==> src/rtl/utf8_codepoint_decoder_assert.svh <==
// Assertion macros shared by the UTF-8 decoder modules
`ifndef UTF8_CODEPOINT_DECODER_ASSERT_SVH
`define UTF8_CODEPOINT_DECODER_ASSERT_SVH

// same-cycle implication, checked out of reset
`define UTF8CD_ASSERT_NOW(lbl, pre, post, msg) \
    lbl: assert property (@(posedge i_clk) disable iff (!i_rst_n) (pre) |-> (post)) \
        else $error(msg);

// next-cycle implication, checked out of reset
`define UTF8CD_ASSERT_NEXT(lbl, pre, post, msg) \
    lbl: assert property (@(posedge i_clk) disable iff (!i_rst_n) (pre) |=> (post)) \
        else $error(msg);

`endif

==> src/rtl/utf8cd_pkg.sv <==
// Shared types and constants of the UTF-8 code point decoder
`default_nettype none

package utf8cd_pkg;

    localparam int unsigned CP_W = 21;
    localparam logic [CP_W-1:0] CP_REPL = 21'h00FFFD;

    // count-1 replacements precede cp; cp is the final result of the beat
    typedef struct packed {
        logic [2:0]      count;
        logic [CP_W-1:0] cp;
        logic            str_end;
    } t_result;

endpackage

`default_nettype wire

==> src/rtl/utf8cd_decode.sv <==
// Sequence state and single-pass decode of one input byte
`default_nettype none

`include "utf8_codepoint_decoder_assert.svh"

module utf8cd_decode
    import utf8cd_pkg::*;
(
    input  wire logic       i_clk,
    input  wire logic       i_rst_n,
    input  wire logic       i_advance,
    input  wire logic [7:0] i_byte,
    input  wire logic       i_str_end,
    output t_result         o_result
);

    typedef struct packed {
        logic            hit;
        logic [CP_W-1:0] cp;
        logic [1:0]      need;
        logic [4:0]      bits;
    } t_lead;

    function automatic t_lead lead_decode(input logic [7:0] b, input logic last);
        t_lead l;
        l = '0;
        if (b[7] == 1'b0) begin
            l.hit = 1'b1;
            l.cp  = {13'd0, b};
        end else if (b[7:5] == 3'b110) begin
            l.need = 2'd1;
            l.bits = b[4:0];
        end else if (b[7:4] == 4'b1110) begin
            l.need = 2'd2;
            l.bits = {1'b0, b[3:0]};
        end else if (b[7:3] == 5'b11110) begin
            l.need = 2'd3;
            l.bits = {2'b00, b[2:0]};
        end else begin
            l.hit = 1'b1;
            l.cp  = CP_REPL;
        end
        if (!l.hit && last) begin
            l.hit  = 1'b1;
            l.cp   = CP_REPL;
            l.need = 2'd0;
        end
        return l;
    endfunction

    logic [1:0]      r_need, n_need;
    logic [1:0]      r_taken, n_taken;
    logic [CP_W-1:0] r_partial, n_partial;

    always_comb begin
        t_lead           lead;
        logic [1:0]      t;
        logic [CP_W-1:0] p;
        lead = lead_decode(i_byte, i_str_end);
        t    = r_taken + 2'd1;
        p    = {r_partial[CP_W-7:0], i_byte[5:0]};

        o_result.str_end = i_str_end;
        o_result.count   = 3'd0;
        o_result.cp      = CP_REPL;
        n_need           = 2'd0;
        n_taken          = 2'd0;
        n_partial        = '0;

        if (r_need == 2'd0) begin
            o_result.count = {2'b00, lead.hit};
            o_result.cp    = lead.cp;
            n_need         = lead.need;
            n_partial      = {16'd0, lead.bits};
        end else if (i_byte[7:6] == 2'b10) begin
            if (t >= r_need) begin
                o_result.count = 3'd1;
                o_result.cp    = p;
            end else if (i_str_end) begin
                o_result.count = {1'b0, t} + 3'd1;
            end else begin
                n_need    = r_need;
                n_taken   = t;
                n_partial = p;
            end
        end else begin
            o_result.count = {1'b0, r_taken} + 3'd1 + {2'b00, lead.hit};
            o_result.cp    = lead.hit ? lead.cp : CP_REPL;
            n_need         = lead.need;
            n_partial      = {16'd0, lead.bits};
        end
    end

    always_ff @(posedge i_clk) begin
        if (!i_rst_n) begin
            r_need    <= 2'd0;
            r_taken   <= 2'd0;
            r_partial <= '0;
        end else if (i_advance) begin
            r_need    <= n_need;
            r_taken   <= n_taken;
            r_partial <= n_partial;
        end
    end

    `UTF8CD_ASSERT_NOW(a_taken_below_need, r_need != 2'd0, r_taken < r_need, "taken reached need")
    `UTF8CD_ASSERT_NOW(a_idle_no_taken, r_need == 2'd0, r_taken == 2'd0, "taken set while closed")
    `UTF8CD_ASSERT_NEXT(a_end_closes, i_advance && i_str_end, r_need == 2'd0, "open after end")

endmodule

`default_nettype wire

==> src/rtl/utf8cd_emit.sv <==
// Result register that plays out the beats of one decoded byte
`default_nettype none

`include "utf8_codepoint_decoder_assert.svh"

module utf8cd_emit
    import utf8cd_pkg::*;
(
    input  wire logic       i_clk,
    input  wire logic       i_rst_n,
    input  wire logic       i_load,
    input  wire t_result    i_result,
    output logic            o_free,
    output logic            o_valid,
    input  wire logic       i_ready,
    output logic [CP_W-1:0] o_code_point,
    output logic            o_run_last,
    output logic            o_final_of_string
);

    logic [2:0]      r_left;
    logic [CP_W-1:0] r_cp;
    logic            r_end;

    assign o_valid           = r_left != 3'd0;
    assign o_run_last        = r_left == 3'd1;
    assign o_code_point      = o_run_last ? r_cp : CP_REPL;
    assign o_final_of_string = o_run_last && r_end;
    assign o_free            = (r_left == 3'd0) || (o_run_last && i_ready);

    always_ff @(posedge i_clk) begin
        if (!i_rst_n) begin
            r_left <= 3'd0;
        end else if (i_load) begin
            r_left <= i_result.count;
        end else if (o_valid && i_ready) begin
            r_left <= r_left - 3'd1;
        end
    end

    always_ff @(posedge i_clk) begin
        if (i_load) begin
            r_cp  <= i_result.cp;
            r_end <= i_result.str_end;
        end
    end

    `UTF8CD_ASSERT_NOW(a_repl_before_last, o_valid && !o_run_last, o_code_point == CP_REPL, "early beat not U+FFFD")
    `UTF8CD_ASSERT_NOW(a_load_when_free, i_load, o_free && i_result.count != 3'd0, "load into busy stage")
    `UTF8CD_ASSERT_NEXT(a_load_count, i_load, r_left == $past(i_result.count), "beat count lost")

endmodule

`default_nettype wire

==> src/rtl/utf8_codepoint_decoder.sv <==
// UTF-8 decoder with replacement: top level
//
// Input channel: one raw byte per beat (i_data_byte) with i_string_end high on
// the final byte of a string, handshake i_in_valid / o_in_ready.
// Output channel: one code point per beat, handshake o_out_valid / i_out_ready.
// o_run_last marks the last beat caused by an input byte, o_final_of_string
// the last code point of a string. Bytes that only extend a sequence give no
// beat; a broken or cut-off sequence gives one U+FFFD per byte taken.
// A byte taken in waits in the input register, is decoded and is then loaded
// into the result register, which presents its beats.
// Throughput, while i_out_ready is high: one byte per cycle while each byte
// gives at most one beat; a byte that gives more holds the input until the
// single result register has played its beats out, one per cycle.
// Reset (i_rst_n low, synchronous): no sequence open, both stages empty.
// Stall: while i_out_ready is low the result register holds, one byte waits
// in the input register and o_in_ready drops.
`default_nettype none

module utf8_codepoint_decoder
    import utf8cd_pkg::*;
(
    input  wire logic       i_clk,
    input  wire logic       i_rst_n,
    input  wire logic       i_in_valid,
    output logic            o_in_ready,
    input  wire logic [7:0] i_data_byte,
    input  wire logic       i_string_end,
    output logic            o_out_valid,
    input  wire logic       i_out_ready,
    output logic [CP_W-1:0] o_code_point,
    output logic            o_run_last,
    output logic            o_final_of_string
);

    logic       r_in_valid;
    logic [7:0] r_byte;
    logic       r_end;
    logic       emit_free;
    logic       advance;
    t_result    result;

    assign advance    = r_in_valid && emit_free;
    assign o_in_ready = !r_in_valid || advance;

    always_ff @(posedge i_clk) begin
        if (!i_rst_n) begin
            r_in_valid <= 1'b0;
        end else if (o_in_ready) begin
            r_in_valid <= i_in_valid;
        end
    end

    always_ff @(posedge i_clk) begin
        if (i_in_valid && o_in_ready) begin
            r_byte <= i_data_byte;
            r_end  <= i_string_end;
        end
    end

    utf8cd_decode u_decode (
        .i_clk     (i_clk),
        .i_rst_n   (i_rst_n),
        .i_advance (advance),
        .i_byte    (r_byte),
        .i_str_end (r_end),
        .o_result  (result)
    );

    utf8cd_emit u_emit (
        .i_clk             (i_clk),
        .i_rst_n           (i_rst_n),
        .i_load            (advance && (result.count != 3'd0)),
        .i_result          (result),
        .o_free            (emit_free),
        .o_valid           (o_out_valid),
        .i_ready           (i_out_ready),
        .o_code_point      (o_code_point),
        .o_run_last        (o_run_last),
        .o_final_of_string (o_final_of_string)
    );

endmodule

`default_nettype wire

==> config.mk <==
export PLATFORM = sky130hd
export DESIGN_NAME = utf8_codepoint_decoder
export DESIGN_NICKNAME = d
export VERILOG_FILES = /design/src/rtl/utf8cd_pkg.sv /design/src/rtl/utf8cd_decode.sv /design/src/rtl/utf8cd_emit.sv /design/src/rtl/utf8_codepoint_decoder.sv
export VERILOG_INCLUDE_DIRS = /design/src /design/src/rtl
export SDC_FILE = /design/constraint.sdc
export NUM_CORES = 1
export LEC_CHECK = 0
export BUFFER_PORTS_ARGS = -buffer_cell sky130_fd_sc_hd__buf_2
export CORE_ASPECT_RATIO = 0.9
export CORE_MARGIN = 8
export CORE_UTILIZATION = 45
export DETAILED_ROUTE_END_ITERATION = 6
export MAX_ROUTING_LAYER = met4
export PLACE_DENSITY = 0.65
export SETUP_SLACK_MARGIN = 0.15
export SYNTH_ARGS = -nofsm -noshare
export SYNTH_HDL_FRONTEND = slang
export SYNTH_SLANG_ARGS = --single-unit
==> constraint.sdc <==
create_clock -name i_clk -period 3.55 [get_ports i_clk]
set_clock_uncertainty 0.05 [all_clocks]
set_input_delay 0.1775 -clock i_clk [delete_from_list [all_inputs] [get_ports i_clk]]
set_output_delay 0.1775 -clock i_clk [all_outputs]
set_load 0.005 [all_outputs]
## Yosys cells after proc, flatten, opt, wreduce, memory -nomap -nowiden

Cells that the tools add are included.

| storage, ports and cells | value |
|---|---|
| register bits | 54 |
| latch bits | 0 |
| memory bits (writable) | 0 |
| bits in read-only memories | 0 |
| output and inout bits | 25 |
| logic and storage cells | 68 |
| memories kept | 0 |

| operators by class | value |
|---|---|
| $add $sub $neg | 5 |
| multipliers | 0 |
| divide/modulo/power cells | 0 |
| order comparisons | 1 |
| eq/ne operators | 6 |
| shifts and indexed selects | 0 |
| mux-type cells | 30 |
| bitwise gates (word level) | 0 |
| reductions and logical operators | 17 |

Operator list:

| cell | number |
|---|---|
| $mux 22 | 4 |
| $mux 24 | 3 |
| $mux 21 | 3 |
| $mux 15 | 4 |
| $mux 7 | 4 |
| $mux 2 | 8 |
| $mux 3 | 4 |
| $logic_and 1x1->1 | 7 |
| $add 2x1->3 const B | 2 |
| $reduce_bool 3->1 | 2 |
| $eq 5x5->1 const B | 1 |
| $eq 4x4->1 const B | 1 |
| $ne 4x3->1 const B | 1 |
| $add 3x1->3 | 1 |
| $eq 3x1->1 const B | 1 |
| $eq 3x3->1 const B | 1 |
| $logic_not 3->1 | 1 |
| $sub 3x1->3 const B | 1 |
| $add 2x1->2 const B | 1 |
| $eq 2x2->1 const B | 1 |
| $ge 2x2->1 | 1 |
| $logic_not 1->1 | 2 |
| $logic_not 2->1 | 1 |
| $logic_or 1x1->1 | 2 |
| other kinds (2) | 2 |

## Depth between registers and ports, before layout

| logic depth | value |
|---|---|
| depth after elaboration | 14 |
| gate-level depth with buffers | 10 |
| gate-level depth less buffers | 9 |

## Hierarchy

Synthesis repeated with hierarchy kept, for this count alone.

| second synthesis, totals | value |
|---|---|
| cell total of the unflattened synthesis | 211 |
| area, all modules | 2507.4 µm² |

By module, submodules not included:

| module | instances | cells each | area an instance (µm²) | sequential area each (µm²) |
|---|---|---|---|---|
| utf8cd_decode | 1 | 122 | 1126.1 | 380.4 |
| utf8cd_emit | 1 | 73 | 1041.0 | 720.7 |
| utf8_codepoint_decoder | 1 | 16 | 340.3 | 290.3 |

## Least setup slack after synthesis

No wires, ideal clock.

| timing | value |
|---|---|
| path type | register to register |
| start point | register u_decode.r_taken[0] |
| end point | register u_emit.r_cp[0] (enable) |
| arrival time | 2.385 ns |
| slack | 0.699 ns |
| cell stages (with the launch flop) | 9 |
| buffers on the path | 0 |
| clock period less this slack | 2.851 ns |
| cell sequence | dfxtp_1 > inv_1 > ha_1 > inv_1 > ha_1 > or3b_4 > a221o_1 > a31oi_4 > nand2_1 |

| between the ends | value |
|---|---|
| cells in the longest elaborated chain, start to end | 8 |
| elaborated cells on any way between the ends | 11 |

Ends and longest elaborated chain:

| element | line | text |
|---|---|---|
| from (decl) | utf8cd_decode.sv:52 | `logic [1:0] r_taken, n_taken;` |
| from (signal assigned) | utf8cd_decode.sv:101 | `r_taken <= n_taken;` |
| $add 2x1->2 | utf8cd_decode.sv:60 | `t = r_taken + 2'd1;` |
| $add 2x1->3 | utf8cd_decode.sv:80 | `o_result.count = {1'b0, t} + 3'd1;` |
| $mux 3 | utf8cd_decode.sv:79 | `end else if (i_str_end) begin` |
| $mux 3 | utf8cd_decode.sv:76 | `if (t >= r_need) begin` |
| $mux 24 * | utf8cd_decode.sv:75 | `end else if (i_byte[7:6] == 2'b10) begin` |
| $mux 24 * | utf8cd_decode.sv:70 | `if (r_need == 2'd0) begin` |
| $reduce_bool 3->1 * | utf8_codepoint_decoder.sv:72 | `.i_load (advance && (result.count != 3'd0)),` |
| $logic_and 1x1->1 * | utf8_codepoint_decoder.sv:72 |  |
| net u_emit.i_load | utf8cd_emit.sv:11 | `input wire logic i_load,` |
| to (signal assigned) | utf8cd_emit.sv:43 | `r_cp <= i_result.cp;` |
| to (decl) | utf8cd_emit.sv:22 | `logic [CP_W-1:0] r_cp;` |

The timed path passes the listed nets; every way through them passes the cells marked *.
A chain may end at the register's enable or synchronous reset.

## Final worst setup path

| timing | value |
|---|---|
| start point | register u_decode.r_taken[0] |
| end point | register u_decode.r_partial[3] |

| between the ends | value |
|---|---|
| cells in the longest elaborated chain, start to end | 5 |

Ends and longest elaborated chain:

| element | line | text |
|---|---|---|
| $add 2x1->2 | utf8cd_decode.sv:60 |  |
| $ge 2x2->1 | utf8cd_decode.sv:76 |  |
| $mux 15 | utf8cd_decode.sv:76 |  |
| $mux 15 | utf8cd_decode.sv:75 |  |
| $mux 15 | utf8cd_decode.sv:70 |  |
| to (signal assigned) | utf8cd_decode.sv:102 | `r_partial <= n_partial;` |
| to (decl) | utf8cd_decode.sv:53 | `logic [CP_W-1:0] r_partial, n_partial;` |

No other way between the ends.

==> flow_metrics.tcl <==
set metrics [dict create \
    status "complete, no violations" \
    crit_path_cell_trace "inv_1 -> ha_1 -> inv_1 -> ha_1 -> or3b_4 -> a2111oi_4 -> o211ai_1 -> a21oi_1" \
    finalHoldViolCount 0 \
    areaGrowthSynthToFinish_pct 16.4 \
    syn_nets 266 \
    period_share 0.777 \
    worstSetupStartpoint "u_decode.r_taken[0]" \
    cts_max_level 2 \
    cts_max_path_buffers 2 \
    num_rows 26 \
    clk_latency_ns 0.30 \
    min_period_ns 2.76 \
    yosysWarningCount 0 \
    critPathMaxFanout 12 \
    initial_core_util 0.459 \
    met2_usage 0.179 \
    crit_type "reg -> reg" \
    fmax_mhz 363 \
    fin_cells 362 \
    crit_path_end "u_decode.r_partial[3]" \
    leakage_uw 0.00115 \
    antenna_found_initial 0 \
    synth_top_flop_cell "edfxtp_1" \
    drv_cap 0 \
    nNetsFinal 312 \
    grt_max_degree 25 \
    cts_root_buf "clkbuf_8" \
    netlist_instances 245 \
    ys_ff_latch 54 \
    drive_above_1_share 0.185 \
    grt_setup_unrepaired "false" \
    setup_ws_ns 0.792 \
    dpl_cell_area_um2 2830 \
    worst_pin_slew_ns 1.14 \
    post_cts_buffers 0 \
    yosysSeqAreaShare 0.538 \
    grtUsageTotal 0.131 \
    power_density_nw_per_um2 521 \
    dp_cells 345 \
    grt_pass1_wl_mm 8.46 \
    via_per_inst 5.17 \
    cts_made_buffers 5 \
    synth_edf_count 31 \
    final_cell_area_um2 3010 \
    hold_path_class "in -> reg" \
    async_flop_share 0 \
    drtIter0Drc 127 \
    syn_area_um2 2580 \
    die_h_um 87.9 \
    first_global_vias 1721 \
    r2r_slack_ns 0.79 \
    dp_hpwl_mm 3.73 \
    fin_util 0.535 \
    grtUsageMet3 0.0343 \
    cpLargestDelayFamily "compound AO/OA/AOI/OAI gates" \
    portBuffers 37 \
    peakVddDrop_v 0.000342 \
    dr_total_vias 1872 \
    gp_congestion 0.842 \
    io_pins 38 \
    critPathBufInv 2 \
    core-area_um2 5630 \
    pre_cts_ws_ns 0.808 \
    yosysUniqueCellTypes 47 \
    routedWlPerCell_um 14.2 \
    worstPathArrival_ns 2.94 \
    critPathMaxStageDelay_ns 0.71 \
    path_depth 8 \
    diodes 0 \
    die_area_um2 8430 \
    fill_cells 494 \
    worstReg2RegEnd "u_decode.r_partial[3]" \
    worst_setup_path_end_kind "flip-flop" \
    path_clk_slew_ns 0.10 \
    routed_wl_mm 5.13 \
    finalMaxSlewViolations 0 \
    drc 0 \
    finalSetupViolCount 0 \
    cp-start-kind "flip-flop" \
    tns_ns 0 \
    dr.pass1.iters 4 \
    ant_nets 0 \
    cts_tree "built" \
    multi_input_area_um2 1100 \
    grt_util_met1 0.188 \
    seq_area_um2 1390 \
    cp.required_ns 3.74 \
    busiest_layer "met1" \
    timing.reg2reg.worst_path_depth 8 \
    relSlewSlack 0.239 \
    overflow 0 \
    fp.dieW_um 95.9 \
    clkSinkCount 54 \
    syn_area_per_cell_um2 10.6 \
    reg2reg_from "u_decode.r_taken[0]" \
    slowest_stage "a2111oi_4" \
]
## registers in the layout (all words and copies together) (netlist names)
signal	count
r_byte	8
r_end	1
r_in_valid	1
u_decode.r_need	2
u_decode.r_partial	15
u_decode.r_taken	2
u_emit.r_cp	21
u_emit.r_end	1
u_emit.r_left	3
## cell usage in the layout (no fill, tap or decap), types with 5 or more instances in the layout
cell            n
ha_1            8
and2_1         14
buf_2          37
a21o_1         15
dfxtp_1        23
edfxtp_1       31
inv_1          11
a21oi_1        21
nand2b_1       18
clkbuf_8        5
nor2_1         11
nand2_1        24
nand3_1        16
dlygate4sd3_1   9
## report_power, final
| group | switching [µW] | total [µW] | internal, µW |
|---|---|---|---|
| clock | 193 | 332 | 139 |
| combinational | 246 | 424 | 178 |
| sequential | 44.4 | 811 | 767 |
## kinds of logic after synthesis
logic type / share of synthesized area
buf+inv: 0.0358
fa+ha+maj: 0.0387
simple gates: 0.197
compound gates: 0.181
flops: 0.538
xor+xnor: 0.0102
## Yosys cell counts (all sizes together) (2+ instances only)
master	n	share of area
buf	4	0.011
or2	2	0.0048
and2	14	0.034
xor2	2	0.0068
a21oi	22	0.044
nand2	24	0.035
o21ai	4	0.0077
dfxtp	23	0.18
nand2b	18	0.044
a2111oi	2	0.016
a22oi	3	0.0087
nor2	11	0.016
edfxtp	31	0.36
ha	8	0.039
nand4	2	0.0048
inv	11	0.016
nor2b	2	0.0048
nand3	16	0.031
nor3	2	0.0039
clkbuf	6	0.0087
o21a	3	0.0087
a31oi	3	0.013
a21o	15	0.044
## how the worst min path moves through the flow
| stage | from | to | slack, ns | depth (start not counted) |
|---|---|---|---|---|
| finish | i_in_valid | r_in_valid | 0.08 | 3 |
| global route | i_rst_n | u_emit.r_left[1] | 0.11 | 3 |
| CTS | i_in_valid | r_in_valid | 0.08 | 3 |
| detailed placement | i_data_byte[2] | r_byte[2] | 0.31 | 1 |
| global placement | i_data_byte[3] | r_byte[3] | 0.30 | 1 |
| floorplan | i_data_byte[0] | r_byte[0] | 0.23 | 0 |
## area by class of cell
class / instances / share of cell area
Multi-Input combinational cell: 170 / 0.366
Inverter: 11 / 0.0137
Timing Repair Buffer: 49 / 0.0990
Tap cell: 70 / 0.0291
Clock buffer: 5 / 0.0229
Clock inverter: 3 / 0.00707
Sequential cell: 54 / 0.462
## per-layer routing
layer  share of wire  vias to the layer above  routed length (µm)
met5               0                        -                   0
met4          0.0082                        0                  42
met3           0.062                        4                 320
met2            0.40                       54                2070
met1            0.53                      843                2700
li1                -                      971                   -
## timing repair
action                    in CTS  in global routing
hold endpoints to repair       9                  0
resized for setup              0                  0
hold buffers                   9                  0
## per-stage QoR
stage                     hold slack, ns  power [µW]
after floorplan                    0.226        1100
after global placement             0.304        1240
after detailed placement           0.306        1240
after CTS                         0.0820        1580
after global routing               0.108        1670
final                             0.0835        1570
## worst min-delay path, cell delays in order
cell and delay [ns]:
buf_2 0.07, inv_1 0.04, a21oi_1 0.10
(Power assumes the default switching activity.)
